===== config.mk =====
export PLATFORM = sky130hd
export DESIGN_NAME = fdoc_div
export DESIGN_NICKNAME = d
export VERILOG_FILES = /design/src/design/fdoc_pkg.sv /design/src/design/fdoc_div.sv
export SDC_FILE = /design/constraint.sdc
export NUM_CORES = 1
export LEC_CHECK = 0
export BUFFER_PORTS_ARGS = -buffer_cell sky130_fd_sc_hd__buf_2
export CAP_MARGIN = 20
export CORE_ASPECT_RATIO = 2
export CORE_MARGIN = 5
export CORE_UTILIZATION = 58
export DETAILED_ROUTE_END_ITERATION = 12
export MAX_ROUTING_LAYER = met4
export PLACE_DENSITY = 0.76
export SLEW_MARGIN = 20
export SYNTH_ARGS = -nofsm -noshare
export SYNTH_HDL_FRONTEND = slang
export SYNTH_SLANG_ARGS = --single-unit
export TNS_END_PERCENT = 100

===== constraint.sdc =====
create_clock -name clk_i -period 8.65 [get_ports clk_i]
set_clock_uncertainty 0.2 [all_clocks]
set_input_delay 0.4325 -clock clk_i [delete_from_list [all_inputs] [get_ports clk_i]]
set_output_delay 0.4325 -clock clk_i [all_outputs]
set_load 0.02 [all_outputs]

===== src/design/fdoc_pkg.sv =====
// Shared types, codes and helpers for the fuzzy depth obstacle classifier.
// No dependencies; every other design file imports this package.
package fdoc_pkg;

  localparam int GRADE_BITS_DEF = 16;

  localparam int SCALE_NUM_W = 27;
  localparam int SCALE_DEN_W = 12;
  localparam int SCALE_Q_W   = 15;
  localparam int SCALE_STEP  = 3;
  localparam int FUZZ_Q_W    = 16;
  localparam int FUZZ_STEP   = 4;

  localparam logic [1:0] R_DEPTH_LOW  = 2'd0;
  localparam logic [1:0] R_DEPTH_MED  = 2'd1;
  localparam logic [1:0] R_SPREAD_LOW = 2'd2;
  localparam logic [1:0] R_SPREAD_MED = 2'd3;

  typedef logic [1:0] scale_mode_t;
  localparam scale_mode_t SC_LOW = 2'd0;
  localparam scale_mode_t SC_MID = 2'd1;
  localparam scale_mode_t SC_TOP = 2'd2;

  localparam logic [1:0] V_BLOCKED = 2'd0;
  localparam logic [1:0] V_CAUTION = 2'd1;
  localparam logic [1:0] V_CLEAR   = 2'd2;

  typedef struct packed {
    scale_mode_t             mode;
    logic [SCALE_NUM_W-1:0]  num;
    logic [SCALE_DEN_W-1:0]  den;
  } scale_op_t;

  // Prepares the division that maps one input onto the 16-bit scale.
  function automatic scale_op_t scale_prep(logic [11:0] x, logic [10:0] lo, logic [11:0] hi);
    scale_op_t  op;
    logic [11:0] dx;
    dx = x - {1'b0, lo};
    if (x < {1'b0, lo}) begin
      op.mode = SC_LOW;
      op.num  = {x, 15'd0};
      op.den  = {1'b0, lo};
    end else if (x < hi) begin
      op.mode = SC_MID;
      op.num  = {dx, 15'd0} - SCALE_NUM_W'(dx);
      op.den  = hi - {1'b0, lo};
    end else begin
      op.mode = SC_TOP;
      op.num  = '0;
      op.den  = SCALE_DEN_W'(1);
    end
    return op;
  endfunction

endpackage


===== src/design/fdoc_div.sv =====
// Pipelined restoring divider, STEP quotient bits per register stage.
// Uses fdoc_pkg; the quotient must be known to fit in QW bits.
module fdoc_div #(
  parameter int NW   = 27,
  parameter int DW   = 12,
  parameter int QW   = 15,
  parameter int STEP = 3,
  parameter int PW   = 2
) (
  input  logic          clk_i,
  input  logic          rst_ni,
  input  logic          en_i,
  input  logic          valid_i,
  input  logic [NW-1:0] num_i,
  input  logic [DW-1:0] den_i,
  input  logic [PW-1:0] side_i,
  output logic          valid_o,
  output logic [QW-1:0] quot_o,
  output logic [PW-1:0] side_o
);
  import fdoc_pkg::*;

  localparam int NSTG = QW / STEP;

  logic          valid_q [NSTG];
  logic [NW-1:0] rem_q   [NSTG];
  logic [DW-1:0] den_q   [NSTG];
  logic [QW-1:0] quot_q  [NSTG];
  logic [PW-1:0] side_q  [NSTG];

  for (genvar k = 0; k < NSTG; k++) begin : g_stg
    logic          valid_in;
    logic [NW-1:0] rem_in;
    logic [DW-1:0] den_in;
    logic [QW-1:0] quot_in;
    logic [PW-1:0] side_in;
    logic [NW-1:0] rem_d;
    logic [QW-1:0] quot_d;

    if (k == 0) begin : g_first
      assign valid_in = valid_i;
      assign rem_in   = num_i;
      assign den_in   = den_i;
      assign quot_in  = '0;
      assign side_in  = side_i;
    end else begin : g_next
      assign valid_in = valid_q[k-1];
      assign rem_in   = rem_q[k-1];
      assign den_in   = den_q[k-1];
      assign quot_in  = quot_q[k-1];
      assign side_in  = side_q[k-1];
    end

    always_comb begin
      int          bitpos;
      logic [NW-1:0] sd;
      rem_d  = rem_in;
      quot_d = quot_in;
      for (int j = 0; j < STEP; j++) begin
        bitpos = QW - 1 - (k * STEP + j);
        sd = NW'(den_in) << bitpos;
        if (rem_d >= sd) begin
          rem_d = rem_d - sd;
          quot_d[bitpos] = 1'b1;
        end
      end
    end

    always_ff @(posedge clk_i or negedge rst_ni) begin
      if (!rst_ni) begin
        valid_q[k] <= 1'b0;
      end else if (en_i) begin
        valid_q[k] <= valid_in;
      end
    end

    always_ff @(posedge clk_i) begin
      if (en_i) begin
        rem_q[k]  <= rem_d;
        den_q[k]  <= den_in;
        quot_q[k] <= quot_d;
        side_q[k] <= side_in;
      end
    end
  end

  assign valid_o = valid_q[NSTG-1];
  assign quot_o  = quot_q[NSTG-1];
  assign side_o  = side_q[NSTG-1];

endmodule


==> qor.yml <==
crit_required_ps: 8720
synth_area_per_cell_um2: 9.068
firstDrtPassIters: 5
fmax_mhz: 120.4
synth_edf_count: 211
avgRoutedWirePerCell_um: 22.29
endpoint_kind: "flop"
worstReg2RegStart: "den_q[0][5]"
grt_pass1_wl_um: 96970
die-height_um: 269.0
worstRegToRegCells: 33
synth_cell_type_count: 100
critPathMaxStageDelay_ps: 480
cp_data_arrival_time_ps: 8380
yosysSeqAreaShare_pct: 33.20
clkTransAtPathRegs_ps: 70
syn_nets: 2385
final_util_pct: 67.80
async_flop_share_pct: 2.315
regToRegSetupSlack_ps: 340
worstSetupStartpointType: "flop"
synthCells: 2146
core-area_um2: 33400
crit_type: "reg -> reg"
cts_buffer_depth: 3
final-setup-viol-count: 0
die_w_um: 139.5
slew_headroom_pct: 33.25
ios: 63
min_period_ps: 8306
ys.warnings.count: 0
post-place-ws_ps: -322.9
maxSlewViolCount: 0
ys_ff_latch: 216
cts.sinks: 216
yosysMostFrequentCell: "edfxtp_1"
first_global_vias: 18717
finalNetCount: 2626
die_area_um2: 37540
worstHoldPathType: "in -> async"
status: "complete, no violations"
reg2reg_to: "rem_q[0][50]"
drcViolationCount: 0
slowest_stage: "o31ai_1"
grt_max_degree: 127
postLayoutSetupSlackWorst_ps: 344.3
finalCritPeriodShare_pct: 96.02
rows: 95
synthesis.area_um2: 19460
wl_um: 63290
grt.overflow.total: 0
io_buffers: 62
place_congestion: 1.077
worstMarginPinSlew_ps: 1001
cts_tree: "yes"
hold_violations: 0
initial_core_util_pct: 58.26
final_antenna_net_count: 0
num_vias: 17814
clockRootBuffer: "clkbuf_16"
yosys-top-cells-count: "edfxtp_1 (211), a21oi_1 (199), ha_1 (180)"
synth_top_area_share_pct: 32.56
synth-main-ff-cell: "edfxtp_1"
grt.total_usage_pct: 34.42
cp_common_cell: "o21ai_0"
drt_iter0_markers: 783
synth_area_leader_cell: "edfxtp_1"
antenna_found_initial: 0
cts_max_level: 1
dp_hpwl_um: 51500
drive_above_1_share_pct: 16.44
cp_max_fo: 9
viasPerCell: 6.275
numCtsBuffers: 21
max-cap-violations: 0
synth_area_leaders: "edfxtp_1 (33%), ha_1 (12%), a21oi_1 (5.1%)"
area_growth_pct: 16.37
clk_latency_ps: 540
==> stage by stage <==
| stage | hold slack, ps | cell area, um^2 | TNS, ps | cells |
|---|---|---|---|---|
| 3_5_place_dp | 48.38 | 21430 | -5387 | 2766 |
| 3_3_place_gp | 47.17 | 21430 | -1816 | 2766 |
| 5_1_grt | 57.07 | 22640 | -60.69 | 2838 |
| 2_1_floorplan | -63.09 | 19460 | 0 | 2146 |
| 6_report | 37.01 | 22650 | 0 | 2839 |
| 4_1_cts | 1.748 | 22420 | 0 | 2831 |
==> metal layers <==
metal / vias to the layer above / track usage [%] / part of all wire [%]
li1: 8474 / - / -
met1: 8424 / 24.46 / 27
met3: 368 / 3.265 / 2.8
met5: - / - / 0
met2: 548 / 69.59 / 57
met4: 0 / 32.87 / 12
==> kinds of logic after synthesis <==
kind of cell	count (synthesis)	synth area share [%]
adders and majority gates	194	13.01
muxes	60	3.427
DFF	216	33.20
AOI/OAI and AO/OA	617	20.59
buffers and inverters	191	3.883
xor gates and xnor gates	163	7.336
and+or+nand+nor	705	18.54
==> placed cells by master (no fill, tap or decap), types with 18 or more instances in the layout <==
master,Yosys,routed
nand4_1,41,41
a21o_1,62,62
o21a_1,32,32
a211oi_1,24,23
xnor2_1,106,106
a31oi_1,19,19
o21ai_0,124,108
edfxtp_1,211,211
clkbuf_16,0,21
nor2b_1,35,34
dlygate4sd3_1,0,28
nor3_1,55,52
a21oi_1,199,189
buf_4,2,169
nand3_1,47,46
inv_1,141,140
buf_2,5,61
nor2_1,174,173
ha_1,180,175
nand2b_1,39,39
mux2_2,38,38
or3_1,19,18
o31ai_1,20,19
nand2_1,168,168
xor2_1,57,57
==> state kept, by name, indices dropped and copies added, names as in the netlist <==
signal,cells
den_q,48
g_stg.valid_in,4
quot_q,45
rem_q,108
side_q,10
valid_o,1
==> cell type report <==
class / instances / area, um^2
flip-flops and latches: 216 / 6461
clock inverters: 16 / 158.9
multi-input cells: 1739 / 12420
repair buffers: 266 / 1983
clock buffers: 22 / 529.3
fillers: 2739 / 10760
inverters: 143 / 543.0
diodes: 1 / 2.502
well taps: 436 / 545.5
==> worst max-delay path by stage <==
stage / slack [ps] / cells past startpoint / endpoint / startpoint
2_1_floorplan: 10 / 40 / rem_q[0][22] / den_i[1]
3_3_place_gp: -140 / 36 / rem_q[0][66] / rem_q[0][47]
6_report: 340 / 33 / rem_q[0][50] / den_q[0][5]
3_5_place_dp: -320 / 37 / rem_q[0][66] / rem_q[0][47]
4_1_cts: 50 / 36 / rem_q[0][51] / den_q[0][0]
5_1_grt: -20 / 37 / rem_q[0][21] / den_i[1]
==> critical path: cells and delay by family, from the launching register on <==
family	cells	cell delay [ps]
AOI/OAI and AO/OA	16	3690
xor gates and xnor gates	1	90
adders and majority gates	3	1180
buffers and inverters	3	630
muxes	1	380
and+or+nand+nor	9	1490
DFF	1	400
==> what timing repair did <==
action                                  CTS  global route
resized for setup                         8            53
hold buffers                             27             1
setup buffers                             0             6
cloned                                    0             0
endpoints found under the setup margin   25            81
pin swaps                                 0            10
endpoints found under the hold margin    31             1
Power is left out: the tool's default activity adds up to more than one toggle a clock period on the data nets, which glitch-free logic cannot reach.
