[src/design/fdoc_pkg.sv]
// Shared types, codes and helpers for the fuzzy depth obstacle classifier.
// No dependencies; every other design file imports this package.
package fdoc_pkg;

  localparam int GRADE_BITS_DEF = 16;

  localparam int SCALE_NUM_W = 27;
  localparam int SCALE_DEN_W = 12;
  localparam int SCALE_Q_W   = 15;
  localparam int SCALE_STEP  = 3;
  localparam int FUZZ_Q_W    = 16;
  localparam int FUZZ_STEP   = 4;

  localparam logic [1:0] R_DEPTH_LOW  = 2'd0;
  localparam logic [1:0] R_DEPTH_MED  = 2'd1;
  localparam logic [1:0] R_SPREAD_LOW = 2'd2;
  localparam logic [1:0] R_SPREAD_MED = 2'd3;

  typedef logic [1:0] scale_mode_t;
  localparam scale_mode_t SC_LOW = 2'd0;
  localparam scale_mode_t SC_MID = 2'd1;
  localparam scale_mode_t SC_TOP = 2'd2;

  localparam logic [1:0] V_BLOCKED = 2'd0;
  localparam logic [1:0] V_CAUTION = 2'd1;
  localparam logic [1:0] V_CLEAR   = 2'd2;

  typedef struct packed {
    scale_mode_t             mode;
    logic [SCALE_NUM_W-1:0]  num;
    logic [SCALE_DEN_W-1:0]  den;
  } scale_op_t;

  // Prepares the division that maps one input onto the 16-bit scale.
  function automatic scale_op_t scale_prep(logic [11:0] x, logic [10:0] lo, logic [11:0] hi);
    scale_op_t  op;
    logic [11:0] dx;
    dx = x - {1'b0, lo};
    if (x < {1'b0, lo}) begin
      op.mode = SC_LOW;
      op.num  = {x, 15'd0};
      op.den  = {1'b0, lo};
    end else if (x < hi) begin
      op.mode = SC_MID;
      op.num  = {dx, 15'd0} - SCALE_NUM_W'(dx);
      op.den  = hi - {1'b0, lo};
    end else begin
      op.mode = SC_TOP;
      op.num  = '0;
      op.den  = SCALE_DEN_W'(1);
    end
    return op;
  endfunction

endpackage

[src/design/fdoc_infer.sv]
// Grading of both scaled inputs, the nine rules and the centroid sums.
// Uses fdoc_pkg for the scale mode codes; one register stage.
module fdoc_infer #(
  parameter int GB = fdoc_pkg::GRADE_BITS_DEF
) (
  input  logic                       clk_i,
  input  logic                       rst_ni,
  input  logic                       en_i,
  input  logic                       valid_i,
  input  logic [14:0]                qa_i,
  input  fdoc_pkg::scale_mode_t      ma_i,
  input  logic [14:0]                qs_i,
  input  fdoc_pkg::scale_mode_t      ms_i,
  output logic                       valid_o,
  output logic [GB+17:0]             num_o,
  output logic [GB+1:0]              den_o,
  output logic                       zero_o
);
  import fdoc_pkg::*;

  localparam logic [GB-1:0] GMAX = {GB{1'b1}};

  function automatic logic [15:0] to_v(logic [14:0] q, scale_mode_t m);
    logic [15:0] v;
    case (m)
      SC_LOW:  v = {1'b0, q};
      SC_MID:  v = {1'b1, q};
      default: v = 16'hFFFF;
    endcase
    return v;
  endfunction

  // Slope of one set edge: n * GMAX / 16384, n at most 16384.
  function automatic logic [GB-1:0] ramp(logic [14:0] n);
    logic [GB+14:0] p;
    p = {n, {GB{1'b0}}} - (GB+15)'(n);
    return p[GB+13:14];
  endfunction

  function automatic logic [GB-1:0] g_low(logic [15:0] v);
    logic [15:0] t;
    logic [GB-1:0] g;
    t = 16'd32768 - v;
    if (v < 16'd16384) g = GMAX;
    else if (v < 16'd32768) g = ramp(t[14:0]);
    else g = '0;
    return g;
  endfunction

  function automatic logic [GB-1:0] g_med(logic [15:0] v);
    logic [15:0] up;
    logic [15:0] dn;
    logic [GB-1:0] g;
    up = v - 16'd16384;
    dn = 16'd49152 - v;
    if (v < 16'd16384) g = '0;
    else if (v < 16'd32768) g = ramp(up[14:0]);
    else if (v < 16'd49152) g = ramp(dn[14:0]);
    else g = '0;
    return g;
  endfunction

  function automatic logic [GB-1:0] g_high(logic [15:0] v);
    logic [15:0] up;
    logic [GB-1:0] g;
    up = v - 16'd32768;
    if (v < 16'd32768) g = '0;
    else if (v < 16'd49152) g = ramp(up[14:0]);
    else g = GMAX;
    return g;
  endfunction

  function automatic logic [GB-1:0] mn(logic [GB-1:0] a, logic [GB-1:0] b);
    return (a < b) ? a : b;
  endfunction

  function automatic logic [GB-1:0] mx(logic [GB-1:0] a, logic [GB-1:0] b);
    return (a > b) ? a : b;
  endfunction

  logic [15:0]   va, vs;
  logic [GB-1:0] a_l, a_m, a_h, s_l, s_m, s_h;
  logic [GB-1:0] e_l, e_m, e_h;
  logic [GB+17:0] num_d;
  logic [GB+1:0]  den_d;
  logic           valid_q;
  logic [GB+17:0] num_q;
  logic [GB+1:0]  den_q;
  logic           zero_q;

  always_comb begin
    va  = to_v(qa_i, ma_i);
    vs  = to_v(qs_i, ms_i);
    a_l = g_low(va);
    a_m = g_med(va);
    a_h = g_high(va);
    s_l = g_low(vs);
    s_m = g_med(vs);
    s_h = g_high(vs);
    e_l = mx(mx(mn(a_l, s_l), mn(a_l, s_m)), mx(mn(a_l, s_h), mn(a_m, s_h)));
    e_m = mx(mx(mn(a_m, s_l), mn(a_m, s_m)), mn(a_h, s_h));
    e_h = mx(mn(a_h, s_l), mn(a_h, s_m));
    // Centroids 8192, 32768 and 57344 = 65536 - 8192 as shifts.
    num_d = ((GB+18)'(e_l) << 13) + ((GB+18)'(e_m) << 15)
          + ((GB+18)'(e_h) << 16) - ((GB+18)'(e_h) << 13);
    den_d = (GB+2)'(e_l) + (GB+2)'(e_m) + (GB+2)'(e_h);
  end

  always_ff @(posedge clk_i or negedge rst_ni) begin
    if (!rst_ni) begin
      valid_q <= 1'b0;
    end else if (en_i) begin
      valid_q <= valid_i;
    end
  end

  always_ff @(posedge clk_i) begin
    if (en_i) begin
      num_q  <= num_d;
      den_q  <= den_d;
      zero_q <= (den_d == '0);
    end
  end

  assign valid_o = valid_q;
  assign num_o   = num_q;
  assign den_o   = den_q;
  assign zero_o  = zero_q;

endmodule

[config.mk]
export PLATFORM = sky130hd
export DESIGN_NAME = fdoc_infer
export DESIGN_NICKNAME = d
export VERILOG_FILES = /design/src/design/fdoc_pkg.sv /design/src/design/fdoc_infer.sv
export SDC_FILE = /design/constraint.sdc
export NUM_CORES = 1
export LEC_CHECK = 0
export BUFFER_PORTS_ARGS = -buffer_cell sky130_fd_sc_hd__buf_2
export CAP_MARGIN = 20
export CORE_MARGIN = 2
export CORE_UTILIZATION = 59
export DETAILED_ROUTE_END_ITERATION = 6
export PLACE_DENSITY = 0.91
export SLEW_MARGIN = 25
export SYNTH_ARGS = -nofsm -noshare
export SYNTH_HDL_FRONTEND = slang
export SYNTH_SLANG_ARGS = --single-unit
export TNS_END_PERCENT = 10
[constraint.sdc]
create_clock -name clk_i -period 0.8 [get_ports clk_i]
set_input_delay 0.08 -clock clk_i [delete_from_list [all_inputs] [get_ports clk_i]]
set_output_delay 0.08 -clock clk_i [all_outputs]
set_load 0.05 [all_outputs]
==> results of run 1 <==
[cell usage after synthesis, types with 28 or more instances]
cell type,n,share of area (%)
nor2_1,198,4.7
ha_1,285,23
nand3_1,30,0.95
mux2_2,39,2.8
edfxtp_1,40,7.6
a21o_1,71,3.4
nor3_1,46,1.5
mux2i_1,105,6.6
clkbuf_1,57,1.4
o21ai_0,136,4.3
nand4_1,47,1.9
nor2b_1,40,1.6
nand2b_1,41,1.6
o21a_1,28,1.3
fa_1,32,4.0
inv_1,180,4.3
a21oi_1,199,6.3
nand2_1,152,3.6
xnor2_1,66,3.6
xor2_1,32,1.8
[metal layers]
layer / track usage, % / overflow
met5: 80.2 / 32
met4: 117 / 590
met3: 90.2 / 208
met2: 148 / 2765
met1: 94.0 / 152
[through the flow]
step                utilization (%)  worst slack, ns  instance area (um^2)  std cells  TNS [ns]
floorplan                         -           -11.45                 16500       2134   -412.48
global placement               88.0           -12.00                 23100       3287   -433.28
detailed placement             88.0           -13.56                 23100       3287   -488.67
CTS                            97.9           -12.27                 25700       3384   -445.03
[logic make-up after synthesis]
| kind of cell | Yosys count | synth area share, % |
|---|---|---|
| AO/OA/AOI/OAI | 592 | 23.4 |
| XOR/XNOR | 99 | 5.52 |
| buffers and inverters | 274 | 6.97 |
| multiplexers | 144 | 9.41 |
| other | 1 | 0.0237 |
| AND/OR/NAND/NOR | 654 | 20.4 |
| flip-flops | 41 | 7.74 |
| adder cells (fa/ha/maj) | 317 | 26.6 |
[timing repair]
item,4_1_cts
gates cloned,2
hold buffers,1
pin swaps,108
endpoints found under the hold margin,1
endpoints found under the setup margin,81
setup buffers,87
gates resized for setup,405
==> impl_metrics.toml, run 1 <==
[yosys]
syn-instance-count = 2122
synth-main-ff-cell = "edfxtp_1"
synth.distinct_cells = 87
ys_warn_count = 0
ys_seq_area_share_pct = 7.74
ys_seq_elements = 41
syn-cell-area_um2 = 15800
async_flop_share_pct = 2.44
synthesis.area_per_instance_um2 = 7.47
synth-edff-count = 40

[grt]
grt_first_pass_wirelength_mm = 233
grt_overflow_total = 3747
grt_max_degree = 30
grt.total_usage_pct = 111
first_global_vias = 33824

[cts]
htreeDepth = 2
cts_sinks = 41
cts_buffer_depth = 2
cts_made_buffers = 5
cts_root_buffer = "clkbuf_16"

[status]
status = "did not finish"
stop_stage = "global routing (5_1_grt)"
tool.error = "[ERROR GRT-0116] Global routing finished with congestion. Check the congestion regions in the DRC Viewer."

[placed_design]
port_buffers = 78
dpl.hpwl_mm = 75.2
place_congestion = 1.28

[floorplan]
die_h_um = 168
rows = 59
start_util_pct = 60.4
die_x_um = 168
io-pin-count = 92
==> inputs of run 2 (changes only) <==
--- a/config.mk
+++ b/config.mk
@@ -8,9 +8,9 @@
 export BUFFER_PORTS_ARGS = -buffer_cell sky130_fd_sc_hd__buf_2
 export CAP_MARGIN = 20
 export CORE_MARGIN = 2
-export CORE_UTILIZATION = 59
+export CORE_UTILIZATION = 40
 export DETAILED_ROUTE_END_ITERATION = 6
-export PLACE_DENSITY = 0.91
+export PLACE_DENSITY_LB_ADDON = 0.15
 export SLEW_MARGIN = 25
 export SYNTH_ARGS = -nofsm -noshare
 export SYNTH_HDL_FRONTEND = slang
==> constraint.sdc (replaced) <==
create_clock -name clk_i -period 1.05 [get_ports clk_i]
set_input_delay 0.105 -clock clk_i [delete_from_list [all_inputs] [get_ports clk_i]]
set_output_delay 0.105 -clock clk_i [all_outputs]
set_load 0.05 [all_outputs]
==> impl_metrics.toml, run 2 <==
[yosys]
syn-instance-count = 2122
ys_seq_area_share_pct = 7.74
yosys-top-cells-count = "285 x ha_1, 199 x a21oi_1, 198 x nor2_1, 180 x inv_1, 152 x nand2_1"
ys_seq_elements = 41
synth-main-ff-cell = "edfxtp_1"
ys_warn_count = 0
synth.distinct_cells = 87
syn-cell-area_um2 = 15800
synth_area_leader_cell = "ha_1"
synth-edff-count = 40
synthesis.area_per_instance_um2 = 7.47
async_flop_share_pct = 2.44
ys_top_cells_by_area = "ha_1 23%, edfxtp_1 7.6%, mux2i_1 6.6%"
synth_top_area_share_pct = 22.5
synth.most_common_cell = "ha_1"

[grt]
first_global_vias = 20531
grt_first_pass_wirelength_mm = 117
grt_max_degree = 41
grt_overflow_total = 0
grt_antenna_before_repair = 1
grt.total_usage_pct = 37.0

[critical_path]
slowest_stage = "or4_4"
critical_path_class = "input pin to register"
cp_slowest_stage_delay_ns = 0.57
endpoint_kind = "register"
arrival_ns = 12.66
crit_path_frequent_cell = "a21oi_2"
crit_path_start_kind = "input pin"
crit_path_max_fanout = 6
worstPathRequired_ns = 1.21

[drt]
vias = 20520
ant_nets = 0
drc = 0
drt_wl_total_mm = 78.8
first_pass_iters = 6
avgViaCountPerCell = 5.60
wl_per_cell_um = 21.5
drt_iter0_drc = 1877

[sta]
slew_headroom_pct = 43.2
finalSetupViolations = 40
drv_slew = 0
rsz0062_at_grt = "true"
period_share_pct = 1190
hold_violations = 0
post-route-min-period_ns = 12.50
tightest_slew_ns = 0.843
tns_ns = -406.34
hold-worst-slack_ns = 0.0348
worst_slack_ns = -11.45
clock_skew_ns = 0
fmax_mhz = 80.0

[cts]
htreeDepth = 2
cts_root_buffer = "clkbuf_16"
cts_tree = "done"
path_clk_slew_ns = 0.06
cts_buffer_depth = 2
cts_made_buffers = 5
clock_latency_ns = 0.30
cts_sinks = 41

[layout]
final_common_cell = "buf_4"
postLayoutCellArea_um2 = 27000
layout-drive-gt1-share_pct = 48.0
layout_common_cells = "968 x buf_4, 236 x ha_1, 177 x nor2_1"
final_util_pct = 69.4
nFillCells = 3200
largest_reg_flops = 21
multi_input_area_um2 = 15800
antenna_cells = 0
regArea_um2 = 1230
area_growth_pct = 70.1
stdcell_count = 3664
nets = 3500

[floorplan]
die_h_um = 203
rows = 72
die-area_um2 = 41200
start_util_pct = 40.8
io-pin-count = 92
core_region_area_um2 = 38800
die_x_um = 203

[flow_run]
maxCapViolations = 0

[placed_design]
dpl.hpwl_mm = 64.5
dpl-instance-area_um2 = 23900
dp.cells = 3540
place_congestion = 1.02
dp_slack_ns = -12.50
port_buffers = 78

[status]
status = "finished, violations left"
violations = "negative setup slack"

[power]
leakagePower_nw = 13.3
peakVddDrop_uv = 5500
p_per_area_nw_per_um2 = 3430
p_total_mw = 92.4

[worst_hold_path]
hold_class = "input pin to register"
[run 2: cell counts after synthesis]
Identical to the previous run, type by type.
[run 2: critical path, delay by kind of cell]
| kind | cells | cell delay (ns) |
|---|---|---|
| mux | 2 | 0.44 |
| xor+xnor | 3 | 0.43 |
| fa+ha+maj | 6 | 1.55 |
| simple gates | 21 | 4.61 |
| compound gates | 26 | 4.20 |
| buf+inv | 10 | 1.38 |
[run 2: layout make-up]
class	count	area share, %
clock buffers	6	0.515
flip-flops and latches	41	4.55
multi-input cells	1819	58.7
well taps	518	2.40
clock inverters	2	0.139
repair buffers	1097	31.1
inverters	181	2.56
[run 2: what timing repair did]
item                       in CTS  in global routing
setup buffers                  68                 48
gates resized for setup       235                182
hold endpoints to repair        1                  0
hold buffers                    1                  0
cloned                          2                  1
setup endpoints to repair      40                 44
pin swaps                     124                141
[run 2: path summary, 6_finish.rpt]
path	start	endpoint	slack (ns)	depth (start not counted)
worst max-delay path	ms_i[1]	zero_o	-11.45	68
worst min-delay path	valid_i	valid_o	0.03	2
worst max register to register	valid_o	valid_o	0.31	1
worst min register to register	valid_o	valid_o	0.52	1
max in group asynchronous	rst_ni	valid_o	0.82	2
min in group asynchronous	rst_ni	valid_o	0.14	2
[run 2: power by group]
part           leakage, nW  total [mW]  switching (mW)  internal (mW)
Sequential           0.403        5.50           0.201           5.30
Combinational         12.8        85.0            41.0           43.9
Clock               0.0831        1.97           0.784           1.19
[run 2: kinds of logic after synthesis]
| kind of cell | share of synthesized area [%] |
|---|---|
| multiplexers | 9.41 |
| buffers and inverters | 6.97 |
| AO/OA/AOI/OAI | 23.4 |
| flip-flops | 7.74 |
| XOR/XNOR | 5.52 |
| other | 0.0237 |
| AND/OR/NAND/NOR | 20.4 |
| adder cells (fa/ha/maj) | 26.6 |
[run 2: per-layer routing]
layer,GRT usage (%),wire (um),up-vias
li1,-,-,9704
met5,0,18,-
met2,58.5,34300,824
met1,49.9,34700,9812
met4,10.3,2460,2
met3,9.34,7270,178
Note: power is estimated with default switching activity, not from simulation.
